### src/sv/simc_pkg.sv
// types and constants shared by the scan interval mode controller
package simc_pkg;

   localparam int VALUE_WIDTH = 32;
   localparam int STATE_WIDTH = 3;
   localparam int EVENT_WIDTH = 3;
   localparam int PRESENCE_WIDTH = 2;
   localparam int COMMAND_WIDTH = 2;
   localparam int SETTING_WIDTH = 2;
   localparam int CSR_INDEX_WIDTH = 2;

   typedef enum logic [EVENT_WIDTH-1:0] {
      EV_STARTUP_DONE    = 3'd0,
      EV_SETTING_CHANGED = 3'd1,
      EV_AGENT_INTERVAL  = 3'd2,
      EV_COMMAND_DONE    = 3'd3,
      EV_AGGR_START      = 3'd4,
      EV_AGGR_STOP       = 3'd5,
      EV_INIT            = 3'd6
   } event_type;

   typedef enum logic [1:0] {
      PT_NONE       = 2'd0,
      PT_OFF        = 2'd1,
      PT_ON         = 2'd2,
      PT_AUTO_AGENT = 2'd3
   } target_type;

   localparam logic [PRESENCE_WIDTH-1:0] PRES_STARTING = 2'd0;
   localparam logic [PRESENCE_WIDTH-1:0] PRES_PRESENT  = 2'd1;

   localparam logic [COMMAND_WIDTH-1:0] CMD_NONE  = 2'd0;
   localparam logic [COMMAND_WIDTH-1:0] CMD_START = 2'd1;
   localparam logic [COMMAND_WIDTH-1:0] CMD_STOP  = 2'd2;

   localparam logic [SETTING_WIDTH-1:0] SET_NEVER = 2'd0;
   localparam logic [SETTING_WIDTH-1:0] SET_FIXED = 2'd1;
   localparam logic [SETTING_WIDTH-1:0] SET_AUTO  = 2'd2;

   localparam logic [CSR_INDEX_WIDTH-1:0] CSR_SETTING_MODE     = 2'd0;
   localparam logic [CSR_INDEX_WIDTH-1:0] CSR_FIXED_INTERVAL   = 2'd1;
   localparam logic [CSR_INDEX_WIDTH-1:0] CSR_SCANNING_ENABLED = 2'd2;

   typedef struct packed {
      logic publish;
      logic cancel_scan;
      logic scan_now;
   } refresh_flags_type;

endpackage

### src/sv/simc_refresh.sv
// used interval recomputation and the scan actions that follow from it
module simc_refresh #(
   parameter int INTERVAL_WIDTH = 32
) (
   input  logic                            scanning_enabled,
   input  logic [INTERVAL_WIDTH-1:0]       aggr_interval,
   input  logic [INTERVAL_WIDTH-1:0]       normal_interval,
   input  logic [INTERVAL_WIDTH-1:0]       old_used,
   output logic [INTERVAL_WIDTH-1:0]       new_used,
   output simc_pkg::refresh_flags_type     flags
);
   import simc_pkg::*;

   localparam logic [INTERVAL_WIDTH-1:0] NO_SCAN = '1;

   logic shorter;

   always_comb begin
      if (!scanning_enabled) begin
         new_used = NO_SCAN;
      end else if (aggr_interval < normal_interval) begin
         new_used = aggr_interval;
      end else begin
         new_used = normal_interval;
      end
   end

   assign shorter = (new_used < old_used);
   assign flags.publish = (new_used != old_used);
   assign flags.cancel_scan = (new_used == NO_SCAN) || shorter;
   assign flags.scan_now = (new_used != NO_SCAN) && shorter;

endmodule

### src/sv/scan_interval_mode_controller_core.sv
// top level of the background scan interval mode controller
//
// usage
//    req_* carries one event per transfer (valid/stall); rsp_* returns exactly
//    one result per event, in order, with the resulting state, the published
//    interval (0 for no scanning) and the actions to take.
//    csr_* writes the setting mode, fixed interval and scanning enable; the
//    port is always ready and a write with an unused index is dropped.
//    an event is held in an input register, decoded combinationally against
//    the controller state and then loaded into the result register, which
//    offers it on rsp_*; one event is taken per cycle while the result
//    register is not held by rsp_stall.
//    the controller state advances as an event moves into the result register.
//    while rsp_stall is high the result holds; req_stall then rises once the
//    input register is also full, so nothing is dropped.
//    reset puts the controller in init with no pending target, all intervals
//    at no scanning, the registers at never, fixed 1 and scanning disabled,
//    and both channels empty.
module scan_interval_mode_controller_core #(
   parameter int INTERVAL_WIDTH = 32
) (
   input  logic                                     clock,
   input  logic                                     reset,
   input  logic                                     req_valid,
   output logic                                     req_stall,
   input  logic [simc_pkg::EVENT_WIDTH-1:0]         req_mode,
   input  logic                                     req_status_ok,
   input  logic [simc_pkg::PRESENCE_WIDTH-1:0]      req_agent_presence,
   input  logic [simc_pkg::VALUE_WIDTH-1:0]         req_auto_interval,
   input  logic [simc_pkg::VALUE_WIDTH-1:0]         req_aggressive_interval,
   input  logic [simc_pkg::VALUE_WIDTH-1:0]         req_aggressive_duration,
   output logic                                     rsp_valid,
   input  logic                                     rsp_stall,
   output logic [simc_pkg::STATE_WIDTH-1:0]         rsp_state_out,
   output logic [simc_pkg::VALUE_WIDTH-1:0]         rsp_published_interval,
   output logic                                     rsp_publish,
   output logic                                     rsp_cancel_scan,
   output logic                                     rsp_scan_now,
   output logic [simc_pkg::COMMAND_WIDTH-1:0]       rsp_agent_command,
   output logic                                     rsp_schedule_auto,
   output logic                                     rsp_stop_auto_timer,
   output logic                                     rsp_start_aggr_timer,
   output logic [simc_pkg::VALUE_WIDTH-1:0]         rsp_timer_duration,
   input  logic                                     csr_valid,
   output logic                                     csr_ready,
   input  logic [simc_pkg::CSR_INDEX_WIDTH-1:0]     csr_index,
   input  logic [simc_pkg::VALUE_WIDTH-1:0]         csr_data
);
   import simc_pkg::*;

   localparam logic [INTERVAL_WIDTH-1:0] NO_SCAN = '1;

   typedef enum logic [STATE_WIDTH-1:0] {
      ST_INIT       = 3'd0,
      ST_OFF        = 3'd1,
      ST_ON         = 3'd2,
      ST_AUTO       = 3'd3,
      ST_AUTO_AGENT = 3'd4,
      ST_SENDING    = 3'd5
   } fsm_state_type;

   // configuration registers
   logic [SETTING_WIDTH-1:0]   setting_mode_ff;
   logic [VALUE_WIDTH-1:0]     fixed_interval_ff;
   logic                       scanning_enabled_ff;

   // input register
   logic                       s1_valid_ff;
   logic [EVENT_WIDTH-1:0]     s1_mode_ff;
   logic                       s1_status_ok_ff;
   logic [PRESENCE_WIDTH-1:0]  s1_presence_ff;
   logic [VALUE_WIDTH-1:0]     s1_auto_interval_ff;
   logic [VALUE_WIDTH-1:0]     s1_aggr_interval_ff;
   logic [VALUE_WIDTH-1:0]     s1_aggr_duration_ff;

   // controller state
   fsm_state_type              state_ff;
   target_type                 target_ff;
   logic [INTERVAL_WIDTH-1:0]  normal_ff;
   logic [INTERVAL_WIDTH-1:0]  aggr_ff;
   logic [INTERVAL_WIDTH-1:0]  used_ff;

   // result register
   logic                       rsp_valid_ff;
   logic [STATE_WIDTH-1:0]     rsp_state_ff;
   logic [VALUE_WIDTH-1:0]     rsp_published_ff;
   refresh_flags_type          rsp_flags_ff;
   logic [COMMAND_WIDTH-1:0]   rsp_command_ff;
   logic                       rsp_schedule_ff;
   logic                       rsp_stop_timer_ff;
   logic                       rsp_aggr_timer_ff;
   logic [VALUE_WIDTH-1:0]     rsp_duration_ff;

   // next values
   fsm_state_type              state_in;
   target_type                 target_in;
   logic [INTERVAL_WIDTH-1:0]  normal_in;
   logic [INTERVAL_WIDTH-1:0]  aggr_in;
   logic [INTERVAL_WIDTH-1:0]  used_in;
   refresh_flags_type          flags_in;
   logic [COMMAND_WIDTH-1:0]   command_in;
   logic                       schedule_in;
   logic                       stop_timer_in;
   logic                       aggr_timer_in;
   logic [VALUE_WIDTH-1:0]     duration_in;
   logic [VALUE_WIDTH-1:0]     published_in;

   logic                       advance;
   logic                       refresh_req;
   logic                       cancel_extra;
   logic                       go_off;
   logic                       go_on;
   logic                       go_auto;
   logic                       go_start;
   logic [INTERVAL_WIDTH-1:0]  auto_iv;
   logic [INTERVAL_WIDTH-1:0]  fixed_iv;
   logic [INTERVAL_WIDTH-1:0]  aggr_req;
   logic [INTERVAL_WIDTH-1:0]  auto_norm;
   logic [INTERVAL_WIDTH-1:0]  setting_norm;
   logic [INTERVAL_WIDTH-1:0]  used_calc;
   refresh_flags_type          calc_flags;

   assign csr_ready = 1'b1;

   always_ff @(posedge clock) begin
      if (reset) begin
         setting_mode_ff <= SET_NEVER;
         fixed_interval_ff <= VALUE_WIDTH'(1);
         scanning_enabled_ff <= 1'b0;
      end else if (csr_valid && csr_ready) begin
         case (csr_index)
            CSR_SETTING_MODE: begin
               setting_mode_ff <= csr_data[SETTING_WIDTH-1:0];
            end
            CSR_FIXED_INTERVAL: begin
               fixed_interval_ff <= csr_data;
            end
            CSR_SCANNING_ENABLED: begin
               scanning_enabled_ff <= csr_data[0];
            end
            default: begin
            end
         endcase
      end
   end

   assign advance = s1_valid_ff && (!rsp_valid_ff || !rsp_stall);
   assign req_stall = s1_valid_ff && !advance;

   always_ff @(posedge clock) begin
      if (reset) begin
         s1_valid_ff <= 1'b0;
      end else begin
         if (req_valid && !req_stall) begin
            s1_valid_ff <= 1'b1;
            s1_mode_ff <= req_mode;
            s1_status_ok_ff <= req_status_ok;
            s1_presence_ff <= req_agent_presence;
            s1_auto_interval_ff <= req_auto_interval;
            s1_aggr_interval_ff <= req_aggressive_interval;
            s1_aggr_duration_ff <= req_aggressive_duration;
         end else if (advance) begin
            s1_valid_ff <= 1'b0;
         end
      end
   end

   assign auto_iv = s1_auto_interval_ff[INTERVAL_WIDTH-1:0];
   assign fixed_iv = fixed_interval_ff[INTERVAL_WIDTH-1:0];
   assign aggr_req = s1_aggr_interval_ff[INTERVAL_WIDTH-1:0];
   assign auto_norm = (auto_iv == '0) ? NO_SCAN : auto_iv;
   assign setting_norm = ((setting_mode_ff == SET_NEVER) || (fixed_iv == '0)) ? NO_SCAN
                                                                               : fixed_iv;

   // event decode
   always_comb begin
      state_in = state_ff;
      target_in = target_ff;
      normal_in = normal_ff;
      aggr_in = aggr_ff;
      refresh_req = 1'b0;
      cancel_extra = 1'b0;
      command_in = CMD_NONE;
      schedule_in = 1'b0;
      stop_timer_in = 1'b0;
      aggr_timer_in = 1'b0;
      duration_in = '0;
      go_off = 1'b0;
      go_on = 1'b0;
      go_auto = 1'b0;
      go_start = 1'b0;

      case (event_type'(s1_mode_ff))
         EV_INIT: begin
            state_in = (s1_presence_ff == PRES_STARTING) ? ST_INIT : ST_OFF;
         end
         EV_AGGR_START: begin
            if (aggr_req <= aggr_ff) begin
               aggr_in = aggr_req;
               aggr_timer_in = 1'b1;
               duration_in = s1_aggr_duration_ff;
               refresh_req = 1'b1;
            end
         end
         EV_AGGR_STOP: begin
            aggr_in = NO_SCAN;
            refresh_req = 1'b1;
         end
         EV_STARTUP_DONE: begin
            if (state_ff == ST_INIT) begin
               case (setting_mode_ff)
                  SET_NEVER: begin
                     go_off = 1'b1;
                  end
                  SET_AUTO: begin
                     if (s1_status_ok_ff && (s1_presence_ff == PRES_PRESENT)) begin
                        go_start = 1'b1;
                     end else begin
                        go_auto = 1'b1;
                     end
                  end
                  default: begin
                     go_on = 1'b1;
                  end
               endcase
            end
         end
         EV_SETTING_CHANGED: begin
            if (s1_presence_ff != PRES_STARTING) begin
               if (state_ff inside {ST_OFF, ST_ON}) begin
                  case (setting_mode_ff)
                     SET_NEVER: begin
                        go_off = (state_ff == ST_ON);
                     end
                     SET_AUTO: begin
                        go_start = (s1_presence_ff == PRES_PRESENT);
                        go_auto = (s1_presence_ff != PRES_PRESENT);
                     end
                     default: begin
                        go_on = 1'b1;
                     end
                  endcase
               end else if (state_ff == ST_AUTO) begin
                  if (setting_mode_ff == SET_AUTO) begin
                     go_auto = 1'b1;
                  end else begin
                     stop_timer_in = 1'b1;
                     go_off = (setting_mode_ff == SET_NEVER);
                     go_on = (setting_mode_ff != SET_NEVER);
                  end
               end else if (state_ff == ST_AUTO_AGENT) begin
                  if (setting_mode_ff == SET_NEVER) begin
                     state_in = ST_SENDING;
                     target_in = PT_OFF;
                     command_in = CMD_STOP;
                     cancel_extra = 1'b1;
                  end else if (setting_mode_ff != SET_AUTO) begin
                     state_in = ST_SENDING;
                     target_in = PT_ON;
                     command_in = CMD_STOP;
                  end
               end
            end
         end
         EV_AGENT_INTERVAL: begin
            if (state_ff == ST_AUTO_AGENT) begin
               normal_in = auto_norm;
               refresh_req = 1'b1;
            end
         end
         EV_COMMAND_DONE: begin
            if (state_ff == ST_SENDING) begin
               case (target_ff)
                  PT_OFF: begin
                     go_off = 1'b1;
                  end
                  PT_ON: begin
                     go_on = 1'b1;
                  end
                  PT_AUTO_AGENT: begin
                     if (s1_status_ok_ff) begin
                        state_in = ST_AUTO_AGENT;
                        normal_in = auto_norm;
                        refresh_req = 1'b1;
                     end else begin
                        go_auto = 1'b1;
                     end
                  end
                  default: begin
                  end
               endcase
            end
         end
         default: begin
         end
      endcase

      if (go_off) begin
         state_in = ST_OFF;
         normal_in = NO_SCAN;
         refresh_req = 1'b1;
      end
      if (go_on) begin
         state_in = ST_ON;
         normal_in = setting_norm;
         refresh_req = 1'b1;
      end
      if (go_auto) begin
         state_in = ST_AUTO;
         schedule_in = 1'b1;
         normal_in = auto_norm;
         refresh_req = 1'b1;
      end
      if (go_start) begin
         state_in = ST_SENDING;
         target_in = PT_AUTO_AGENT;
         command_in = CMD_START;
      end
   end

   simc_refresh #(
      .INTERVAL_WIDTH (INTERVAL_WIDTH)
   ) u_refresh (
      .scanning_enabled (scanning_enabled_ff),
      .aggr_interval    (aggr_in),
      .normal_interval  (normal_in),
      .old_used         (used_ff),
      .new_used         (used_calc),
      .flags            (calc_flags)
   );

   always_comb begin
      if (refresh_req) begin
         used_in = used_calc;
         flags_in = calc_flags;
      end else begin
         used_in = used_ff;
         flags_in = '0;
      end
      flags_in.cancel_scan = flags_in.cancel_scan | cancel_extra;
   end

   assign published_in = (used_in == NO_SCAN) ? '0 : VALUE_WIDTH'(used_in);

   always_ff @(posedge clock) begin
      if (reset) begin
         state_ff <= ST_INIT;
         target_ff <= PT_NONE;
         normal_ff <= NO_SCAN;
         aggr_ff <= NO_SCAN;
         used_ff <= NO_SCAN;
         rsp_valid_ff <= 1'b0;
      end else begin
         if (advance) begin
            state_ff <= state_in;
            target_ff <= target_in;
            normal_ff <= normal_in;
            aggr_ff <= aggr_in;
            used_ff <= used_in;
            rsp_valid_ff <= 1'b1;
            rsp_state_ff <= state_in;
            rsp_published_ff <= published_in;
            rsp_flags_ff <= flags_in;
            rsp_command_ff <= command_in;
            rsp_schedule_ff <= schedule_in;
            rsp_stop_timer_ff <= stop_timer_in;
            rsp_aggr_timer_ff <= aggr_timer_in;
            rsp_duration_ff <= duration_in;
         end else if (!rsp_stall) begin
            rsp_valid_ff <= 1'b0;
         end
      end
   end

   assign rsp_valid = rsp_valid_ff;
   assign rsp_state_out = rsp_state_ff;
   assign rsp_published_interval = rsp_published_ff;
   assign rsp_publish = rsp_flags_ff.publish;
   assign rsp_cancel_scan = rsp_flags_ff.cancel_scan;
   assign rsp_scan_now = rsp_flags_ff.scan_now;
   assign rsp_agent_command = rsp_command_ff;
   assign rsp_schedule_auto = rsp_schedule_ff;
   assign rsp_stop_auto_timer = rsp_stop_timer_ff;
   assign rsp_start_aggr_timer = rsp_aggr_timer_ff;
   assign rsp_timer_duration = rsp_duration_ff;

   // checks
   a_scan_now_cancels: assert property (@(posedge clock) disable iff (reset)
      rsp_valid |-> (!rsp_scan_now || rsp_cancel_scan))
      else $error("scan now without cancel");

   a_duration_with_timer: assert property (@(posedge clock) disable iff (reset)
      (rsp_valid && !rsp_start_aggr_timer) |-> (rsp_timer_duration == '0))
      else $error("timer duration without timer restart");

   a_sending_has_target: assert property (@(posedge clock) disable iff (reset)
      (state_ff == ST_SENDING) |-> (target_ff != PT_NONE))
      else $error("sending state with no pending target");

   a_start_in_sending: assert property (@(posedge clock) disable iff (reset)
      (rsp_valid && (rsp_agent_command == CMD_START)) |-> (rsp_state_out == ST_SENDING))
      else $error("agent start outside sending state");

endmodule
### config.mk
export PLATFORM = sky130hd
export DESIGN_NAME = scan_interval_mode_controller_core
export DESIGN_NICKNAME = d
export VERILOG_FILES = /design/src/sv/simc_pkg.sv /design/src/sv/simc_refresh.sv /design/src/sv/scan_interval_mode_controller_core.sv
export SDC_FILE = /design/constraint.sdc
export NUM_CORES = 1
export LEC_CHECK = 0
export BUFFER_PORTS_ARGS = -buffer_cell sky130_fd_sc_hd__buf_2
export CAP_MARGIN = 5
export CORE_AREA = 5 5 208 210
export CTS_BUF_LIST = sky130_fd_sc_hd__clkbuf_4 sky130_fd_sc_hd__clkbuf_8
export CTS_CLUSTER_DIAMETER = 60
export CTS_CLUSTER_SIZE = 20
export DETAILED_ROUTE_END_ITERATION = 8
export DIE_AREA = 0 0 213 215
export GPL_TIMING_DRIVEN = 0
export PLACE_DENSITY = 0.68
export SETUP_SLACK_MARGIN = 0.3
export SYNTH_ARGS = -nofsm -noshare
export SYNTH_HDL_FRONTEND = slang
export SYNTH_HIERARCHICAL = 1
export SYNTH_SLANG_ARGS = --single-unit
### constraint.sdc
create_clock -name clock -period 24.5 [get_ports clock]
set_clock_uncertainty 0.1 [all_clocks]
set_input_delay 4.9 -clock clock [delete_from_list [all_inputs] [get_ports clock]]
set_output_delay 4.9 -clock clock [all_outputs]
set_load 0.1 [all_outputs]
======== Yosys cells after proc, flatten, opt, wreduce, memory -nomap -nowiden ========
Cells that the tools add are included.
cells by class
  magnitude comparators ................... 3
  eq/ne operators ......................... 27
  multiplexer cells ....................... 104
  bitwise logic cells ..................... 6
  reduce and logical (&&, ||, !) cells .... 37
operator list
  kind                                           number
  two-way mux 32 bit                             13
  case mux 32 bit (2 select lines)               2
  == test 32 bit, second input constant          2
  logical NOT 32 bit                             2
  less-than comparator 32 bit                    2
  two-way mux 1 bit                              59
  two-way mux 3 bit                              13
  less-or-equal comparator 32 bit                1
  != test 32 bit                                 1
  != test 32 bit, second input constant          1
  two-way mux 2 bit                              11
  == test 3 bit, second input constant           5
  nonzero test 2 bit                             7
  == test 3 x 2 -> 1 bit, second input constant  4
  AND reduction 2 bit                            6
  case mux 1 bit (3 select lines)                3
  case mux 3 bit (3 select lines)                1
  == test 2 bit, second input constant           4
  AND reduction 7 bit                            1
  == test 2 x 1 -> 1 bit, second input constant  3
  == test 3 x 1 -> 1 bit, second input constant  2
  logical NOT 2 bit                              3
  logical NOT 3 bit                              2
  != test 2 bit, second input constant           3
  12 further kinds                               26
storage, ports and cells
  register bits after elaboration ......... 315
  input bits .............................. 141
  output and inout port bits .............. 78
  word-level logic and storage cells ...... 204

======== Depth between registers and ports, before layout ========
Gate-level depths: netlist of the first run.
  depth after elaboration ................. 16
  depth in mapped cells ................... 30
  mapped depth without buffers ............ 26

======== Cells and area by module ========
The synthesis of the first run kept the hierarchy.
modules (own cells, without submodules)
  module                              instances  cells each  area an instance (µm²)  sequential area each (µm²)
  scan_interval_mode_controller_core  1          1288        14014.7                 8077.7
  simc_refresh                        1          321         2275.9                  0.0

======== Least setup slack after synthesis of the first run ========
No wires, ideal clock.
  kind .................................... input-to-reg
  from .................................... input rsp_stall
  to ...................................... register s1_aggr_interval_ff[0], in the netlist aggr_req[0], enable pin
  setup time .............................. 0.710 ns
  arrival time ............................ 13.023 ns
  data required time ...................... 23.690 ns
  setup slack ............................. 10.666 ns
  cell stages on the path ................. 2
  path buffers ............................ 0
  cells stage by stage .................... and3_1 > nor3b_1
between the ends
  word-level cells in the longest chain between the ends .. 8
RTL lines
  what                           line                                       RTL
  from (decl)                    scan_interval_mode_controller_core.sv:33   input logic rsp_stall,
  logical NOT 1 bit              --
  logical OR 1 bit               scan_interval_mode_controller_core.sv:147  assign advance = s1_valid_ff && (!rsp_valid_ff || !rsp_stall);
  logical AND 1 bit              scan_interval_mode_controller_core.sv:147
  logical NOT 1 bit              scan_interval_mode_controller_core.sv:148  assign req_stall = s1_valid_ff && !advance;
  logical AND 1 bit              scan_interval_mode_controller_core.sv:148
  logical NOT 1 bit              scan_interval_mode_controller_core.sv:154  if (req_valid && !req_stall) begin
  logical AND 1 bit              scan_interval_mode_controller_core.sv:154
  AND reduction 2 bit (no line)  --
  to (signal assigned)           scan_interval_mode_controller_core.sv:160  s1_aggr_interval_ff <= req_aggressive_interval;
  to (decl)                      scan_interval_mode_controller_core.sv:73   logic [VALUE_WIDTH-1:0] s1_aggr_interval_ff;
Every way passes these cells.
A chain may end at the register's enable or synchronous reset.

======== Worst setup path after layout of the first run ========
  from .................................... input rsp_stall
  to ...................................... output req_stall
between the ends
  word-level cells in the longest chain between the ends .. 5
RTL lines
  what               line                                       RTL
  logical NOT 1 bit  --
  logical OR 1 bit   scan_interval_mode_controller_core.sv:147
  logical AND 1 bit  scan_interval_mode_controller_core.sv:147
  logical NOT 1 bit  scan_interval_mode_controller_core.sv:148
  logical AND 1 bit  scan_interval_mode_controller_core.sv:148
  to (decl)          scan_interval_mode_controller_core.sv:25   output logic req_stall,
Every way passes these cells.

==> results of run 1 <==
-- cell usage after synthesis, drive strengths merged (6+ instances only) --
master / instances / area share
edfxtp: 177 / 0.33
mux2i: 38 / 0.023
nand2: 197 / 0.045
and4: 6 / 0.0032
a221o: 31 / 0.019
nand4: 57 / 0.022
o21ai: 55 / 0.017
a21oi: 70 / 0.022
o32a: 32 / 0.020
nand3: 43 / 0.013
clkbuf: 65 / 0.015
dfxtp: 138 / 0.17
and2: 39 / 0.015
buf: 43 / 0.018
nor3: 10 / 0.0044
a211oi: 38 / 0.018
a21o: 7 / 0.0032
o22ai: 31 / 0.012
nor2: 96 / 0.023
o211ai: 69 / 0.034
ha: 95 / 0.073
o21a: 66 / 0.030
nor2b: 8 / 0.0031
inv: 102 / 0.024
nor4: 32 / 0.012
nand2b: 7 / 0.0027
-- final cells by class --
class,instances,area [um2]
timing repair buffer,228,1240
clock inverter,21,269
antenna,1,2.50
clock buffer,31,414
multi-input combinational,1083,7290
buffer,108,544
inverter,103,387
fill,3977,22500
tap,539,674
sequential,315,8080
-- where the power goes --
group          switching (mW)  internal [mW]
Sequential             0.0118          0.581
Combinational           0.149         0.0734
Clock                   0.210          0.151
-- logic make-up (layout without fill, tap and decap cells) --
logic type,Yosys count,in the layout,share of synthesized area
flops,315,315,0.496
other cells,1,2,0.000230
fa+ha+maj,96,96,0.0736
mux,38,38,0.0233
compound gates,427,427,0.193
buf+inv,211,491,0.0571
simple gates,521,521,0.157
-- metrics by stage --
step,cells,setup WS [ns]
finish,2429,13.85
detailed placement,2376,13.85
floorplan,1609,10.67
CTS,2428,13.85
global route,2429,13.82
global placement,2364,6.73
-- worst max-delay path, delay by kind of cell --
family / cells / cell delay, ns
simple gates: 1 / 0.20
buf+inv: 2 / 0.54
-- layer usage --
layer,GRT usage,part of all wire
met5,0,0
met2,0.329,0.47
met3,0.0239,0.065
met4,0.0546,0.025
met1,0.287,0.44
-- how the worst max path moves through the flow --
stage	from	endpoint	slack [ns]	cells past startpoint
after floorplan	rsp_stall	aggr_req[0]$_DFFE_PP_	10.67	2
after global placement	reset	s1_aggr_duration_ff[11]$_DFFE_PP_	6.73	4
after detailed placement	rsp_stall	req_stall	13.85	3
after CTS	rsp_stall	req_stall	13.85	3
after global routing	rsp_stall	req_stall	13.82	3
final	rsp_stall	req_stall	13.85	3
-- registers in the layout (all words and copies together), names as in the netlist, 2 cells and up --
register	count
state_ff	3
fixed_interval_ff	32
target_ff	2
s1_presence_ff	2
s1_aggr_duration_ff	32
s1_mode_ff	3
rsp_timer_duration	32
rsp_agent_command	2
rsp_state_out	3
auto_iv	32
aggr_ff	32
aggr_req	32
rsp_published_interval	32
used_ff	32
setting_mode_ff	2
normal_ff	32
==> reports/qor.txt, run 1 <==
Die Y: 215 um
Synthesized cell area: 16,300 um2
Final worst path period share: 0.435
Crit end category: primary output
End of the worst hold path: fixed_interval_ff[16]$_SDFFE_PP0P_
Max IR drop VDD: 0.0000464 V
Synth Register Bits: 315
Drt pass-1 iters: 5
Final hold vios: 0
Cells along the critical path: buf_2, and3_1, buf_2
Max stage delay on crit path: 0.44 ns
Initial core utilization: 0.394
Hold Crit Start: fixed_interval_ff[16]$_SDFFE_PP0P_
Worst-path maximum fanout: 3
CTS sink count: 315
Leak: 7.95 nW
Most used cell, CP: buf_2
IO Port Bufs: 216
RSZ-0062 raised after global routing: no
Core ar.: 41,400 um2
Total CTS buffers: 28
Crit start category: input pin
Share of cells above drive strength 1: 0.183
Die area: 45,800 um2
Routed WL per cell: 19.8 um
CTS tree: built
Row cnt: 75
Root buf cell: clkbuf_8
CTS H-tree lvls: 1
Worst R2R Path Depth: 24
Sum Neg Setup Slack: 0 ns
DR vias: 13,700
Worst R2R End: rsp_scan_now$_SDFFCE_PP0P_
Netlist cell types: 68
Area grow syn2layout: 16.1%
Design area: 18,900 um2
Count of pins over their slew limit: 0
DRC: 0
Commonest non-fill, non-tap cell in the layout: buf_2
PwrDens: 62.2 nW/um2
Global-route wire length before repair: 74,400 um
Remaining Overflow, GRT: 0
Synthesis warning total: 6
Outcome: finished, final reports clean
Synthesized instance count: 1,609
Critical R2R Launch: aggr_req[31]$_DFFE_PP_
Vias per inst: 5.62
GRT Overall Usage: 0.202
Crit Path Class: in2out
Initial antenna violation count: 1
Post-synth EDFFs: 177
Cts repair resizes: 0
Final min period: 10.65 ns
Fraction of registers with async set/reset: 0
I/O pin count: 219
Max-slew headroom: 0.301
Routed Antenna Nets: 0
Core Util, Final: 0.457
Gpl congestion: 0.942
Syn nets: 1,845
Worst Path Arrival: 5.65 ns
Predominant post-synthesis flop cell: edfxtp_1
Largest net degree at the start of global routing: 34
Post-DP HPWL: 37,700 um
Nets: 2,103
Commonest cells after routing, fill and taps aside: buf_2 (240), nand2_1 (197), edfxtp_1 (177), dfxtp_1 (138), inv_1 (102)
DP Area: 18,200 um2
WHS: 0.388 ns
Clock transition at the registers of the reported paths: 0.09 ns
Vias in the first global route: 13,200
HP Class: reg2reg
Die X: 213 um
Clock buffer depth: 3
DR iter-0 viols: 1,026
Max-cap violation count: 0
Avg Cell Area, Syn: 10.1 um2
Setup Viol. Count Final: 0
Sequential share of the synthesized area: 0.496
Final wirelength: 48,100 um
Crit path max-delay cell type: buf_2
Clock Latency Late Sink: 0.63 ns
CP required: 19.50 ns
Fmax: 93.9 MHz
Worst Hold Depth: 2
R2R setup slack: 15.62 ns
Hold_buf cts: 0
Total power: 1.18 mW
Post-CTS Setup Repair Bufs: 0
Worst-margin pin slew: 1.04 ns
No activity file was read; power rests on OpenSTA's default activity.
==> inputs of run 2 (changes only) <==
- clock period: 24.5 -> 10.3 ns (I/O delays scaled with it)
==> reports/qor.txt, run 2 (synthesis gave the netlist of run 1 again) <==
Crit path max-delay cell type: nor4_1
Vias in the first global route: 13,500 (+2.5%)
Leak: 7.95 nW (about the same)
WHS: 0.380 ns (-0.00727 ns)
Remaining Overflow, GRT: 0 (unchanged)
CTS H-tree lvls: 1 (unchanged)
I/O pin count: 219 (unchanged)
Commonest cells after routing, fill and taps aside: buf_2 (240), nand2_1 (197), edfxtp_1 (177), dfxtp_1 (138), inv_1 (102)
CTS sink count: 315 (unchanged)
Core ar.: 41,400 um2 (unchanged)
Post-CTS Setup Repair Bufs: 0 (unchanged)
Global-route wire length before repair: 74,800 um (+0.50%)
Design area: 18,900 um2 (about the same)
DR vias: 13,800 (+0.92%)
Routed WL per cell: 19.9 um (+0.29%)
Hold_buf cts: 0 (unchanged)
Row cnt: 75 (unchanged)
Die Y: 215 um (unchanged)
CP required: 10.70 ns (-8.80 ns)
RSZ-0062 raised after global routing: no
Setup Viol. Count Final: 0 (unchanged)
Commonest non-fill, non-tap cell in the layout: buf_2
Max IR drop VDD: 0.000104 V (+120%)
Die area: 45,800 um2 (unchanged)
Cts repair resizes: 0 (unchanged)
Nets: 2,100 (-0.14%)
End of the worst hold path: fixed_interval_ff[17]$_SDFFE_PP0P_
Crit Path Class: reg2reg
Max-slew headroom: 0.329 (+0.0288)
Final worst path period share: 0.846
Worst-path maximum fanout: 10 (+7)
Max stage delay on crit path: 0.91 ns (+0.47 ns)
Worst R2R End: rsp_scan_now$_SDFFCE_PP0P_
Clock Latency Late Sink: 0.63 ns (about the same)
Root buf cell: clkbuf_8
Sum Neg Setup Slack: 0 ns (unchanged)
Worst R2R Path Depth: 24 (unchanged)
Die X: 213 um (unchanged)
Psw: 888 uW (+140%)
Gpl congestion: 0.941 (about the same)
DRC: 0 (unchanged)
Largest net degree at the start of global routing: 33 (-2.9%)
Area of the multi-input gates: 7300 um2 (about the same)
Crit end category: flip-flop
Final hold vios: 0 (unchanged)
Sequential share of power: 0.506 (+0.002)
Max-cap violation count: 0 (unchanged)
Initial core utilization: 0.394 (unchanged)
DP Area: 18,200 um2 (about the same)
Total power: 2.79 mW (+140%)
Area grow syn2layout: 16.1% (about the same)
Drt pass-1 iters: 5 (unchanged)
Count of pins over their slew limit: 0 (unchanged)
Post-DP HPWL: 37,700 um (+0.11%)
Vias per inst: 5.68 (+1.1%)
Worst Path Arrival: 9.11 ns (+3.46 ns)
Final wirelength: 48,200 um (+0.13%)
Comb pwr share: 0.190 (about the same)
Fill count: 3,934 (-1.1%)
Share of cells above drive strength 1: 0.182 (-0.000770)
Internal power: 1.90 mW (+140%)
Critical R2R Launch: aggr_req[31]$_DFFE_PP_
Worst-margin pin slew: 0.997 ns (-0.0461 ns)
Routed Antenna Nets: 0 (unchanged)
CTS tree: built
Outcome: finished, final reports clean
Worst Hold Depth: 2 (unchanged)
PwrDens: 147 nW/um2 (+140%)
Reg area: 8080 um2 (unchanged)
Final min period: 8.72 ns
Ant diodes: 0 (-1)
Sw Ratio: 0.319 (+0.00299)
Clock buffer depth: 3 (unchanged)
Hold Crit Start: fixed_interval_ff[17]$_SDFFE_PP0P_
Initial antenna violation count: 0 (-1)
Power share of the clock group: 0.304 (-0.003)
Fmax: 115 MHz
HP Class: reg2reg
Cells along the critical path: ha_1, nand4_1, nor4_1, nand2_1, a2111oi_4, clkbuf_1, buf_1, o211ai_1, ha_1, and4_1, a221oi_1, a21oi_4, nor2_8, buf_6, nand2_1, o211ai_1, ha_1, a21oi_1, a21oi_1, a2111oi_0, a21oi_1, nor4_1, and4_1, and2_1
Crit start category: flip-flop
Total CTS buffers: 28 (unchanged)
Core Util, Final: 0.457 (about the same)
GRT Overall Usage: 0.202 (about the same)
R2R setup slack: 1.58 ns (-14.04 ns)
Clock transition at the registers of the reported paths: 0.11 ns (+0.02 ns)
IO Port Bufs: 216 (unchanged)
DR iter-0 viols: 1,014 (-1.2%)
## run 2: worst max path at each step
stage / endpoint / depth (start not counted) / startpoint
after floorplan: aggr_req[0]$_DFFE_PP_ / 2 / rsp_stall
after global placement: s1_aggr_duration_ff[11]$_DFFE_PP_ / 4 / reset
after detailed placement: rsp_scan_now$_SDFFCE_PP0P_ / 24 / aggr_req[31]$_DFFE_PP_
after CTS: rsp_scan_now$_SDFFCE_PP0P_ / 24 / aggr_req[31]$_DFFE_PP_
after global routing: rsp_scan_now$_SDFFCE_PP0P_ / 24 / aggr_req[31]$_DFFE_PP_
final: rsp_scan_now$_SDFFCE_PP0P_ / 24 / aggr_req[31]$_DFFE_PP_
## run 2: routing by layer
metal	GRT usage	wire, um	vias up
met5	0	0	-
met4	0.0576	1300	0
met3	0.0290	3240	95
met2	0.334	22800	535
met1	0.278	20800	6605
li1	-	-	6545
## run 2: power groups by stage
| stage | combinational, mW | sequential (mW) | clock [mW] |
|---|---|---|---|
| after floorplan | 0.294 | 1.52 | 0 |
| after global placement | 0.505 | 1.44 | 0 |
| after detailed placement | 0.523 | 1.44 | 0 |
| after CTS | 0.524 | 1.41 | 0.873 |
| after global routing | 0.573 | 1.42 | 0.920 |
| final | 0.529 | 1.41 | 0.848 |
## run 2: worst max-delay path: cells and delay by family (launching register included)
kind,cells,cell delay (ns)
DFF,1,0.46
adders and majority gates,3,1.11
AOI/OAI and AO/OA,9,3.21
buffers and inverters,3,1.01
and+or+nand+nor,9,2.69
## run 2: per-stage QoR
| step | setup WS (ns) | cells |
|---|---|---|
| floorplan | 2.97 | 1609 |
| global placement | 0.538 | 2364 |
| detailed placement | 1.94 | 2373 |
| CTS | 1.92 | 2425 |
| global route | 1.27 | 2425 |
| finish | 1.58 | 2425 |
## run 2: cell type report
type	count	share of cell area
buffer	108	0.0288
clock buffer	32	0.0226
clock inverter	20	0.0133
inverter	103	0.0204
multi-input combinational	1083	0.386
sequential	315	0.427
tap	539	0.0357
timing repair buffer	225	0.0662
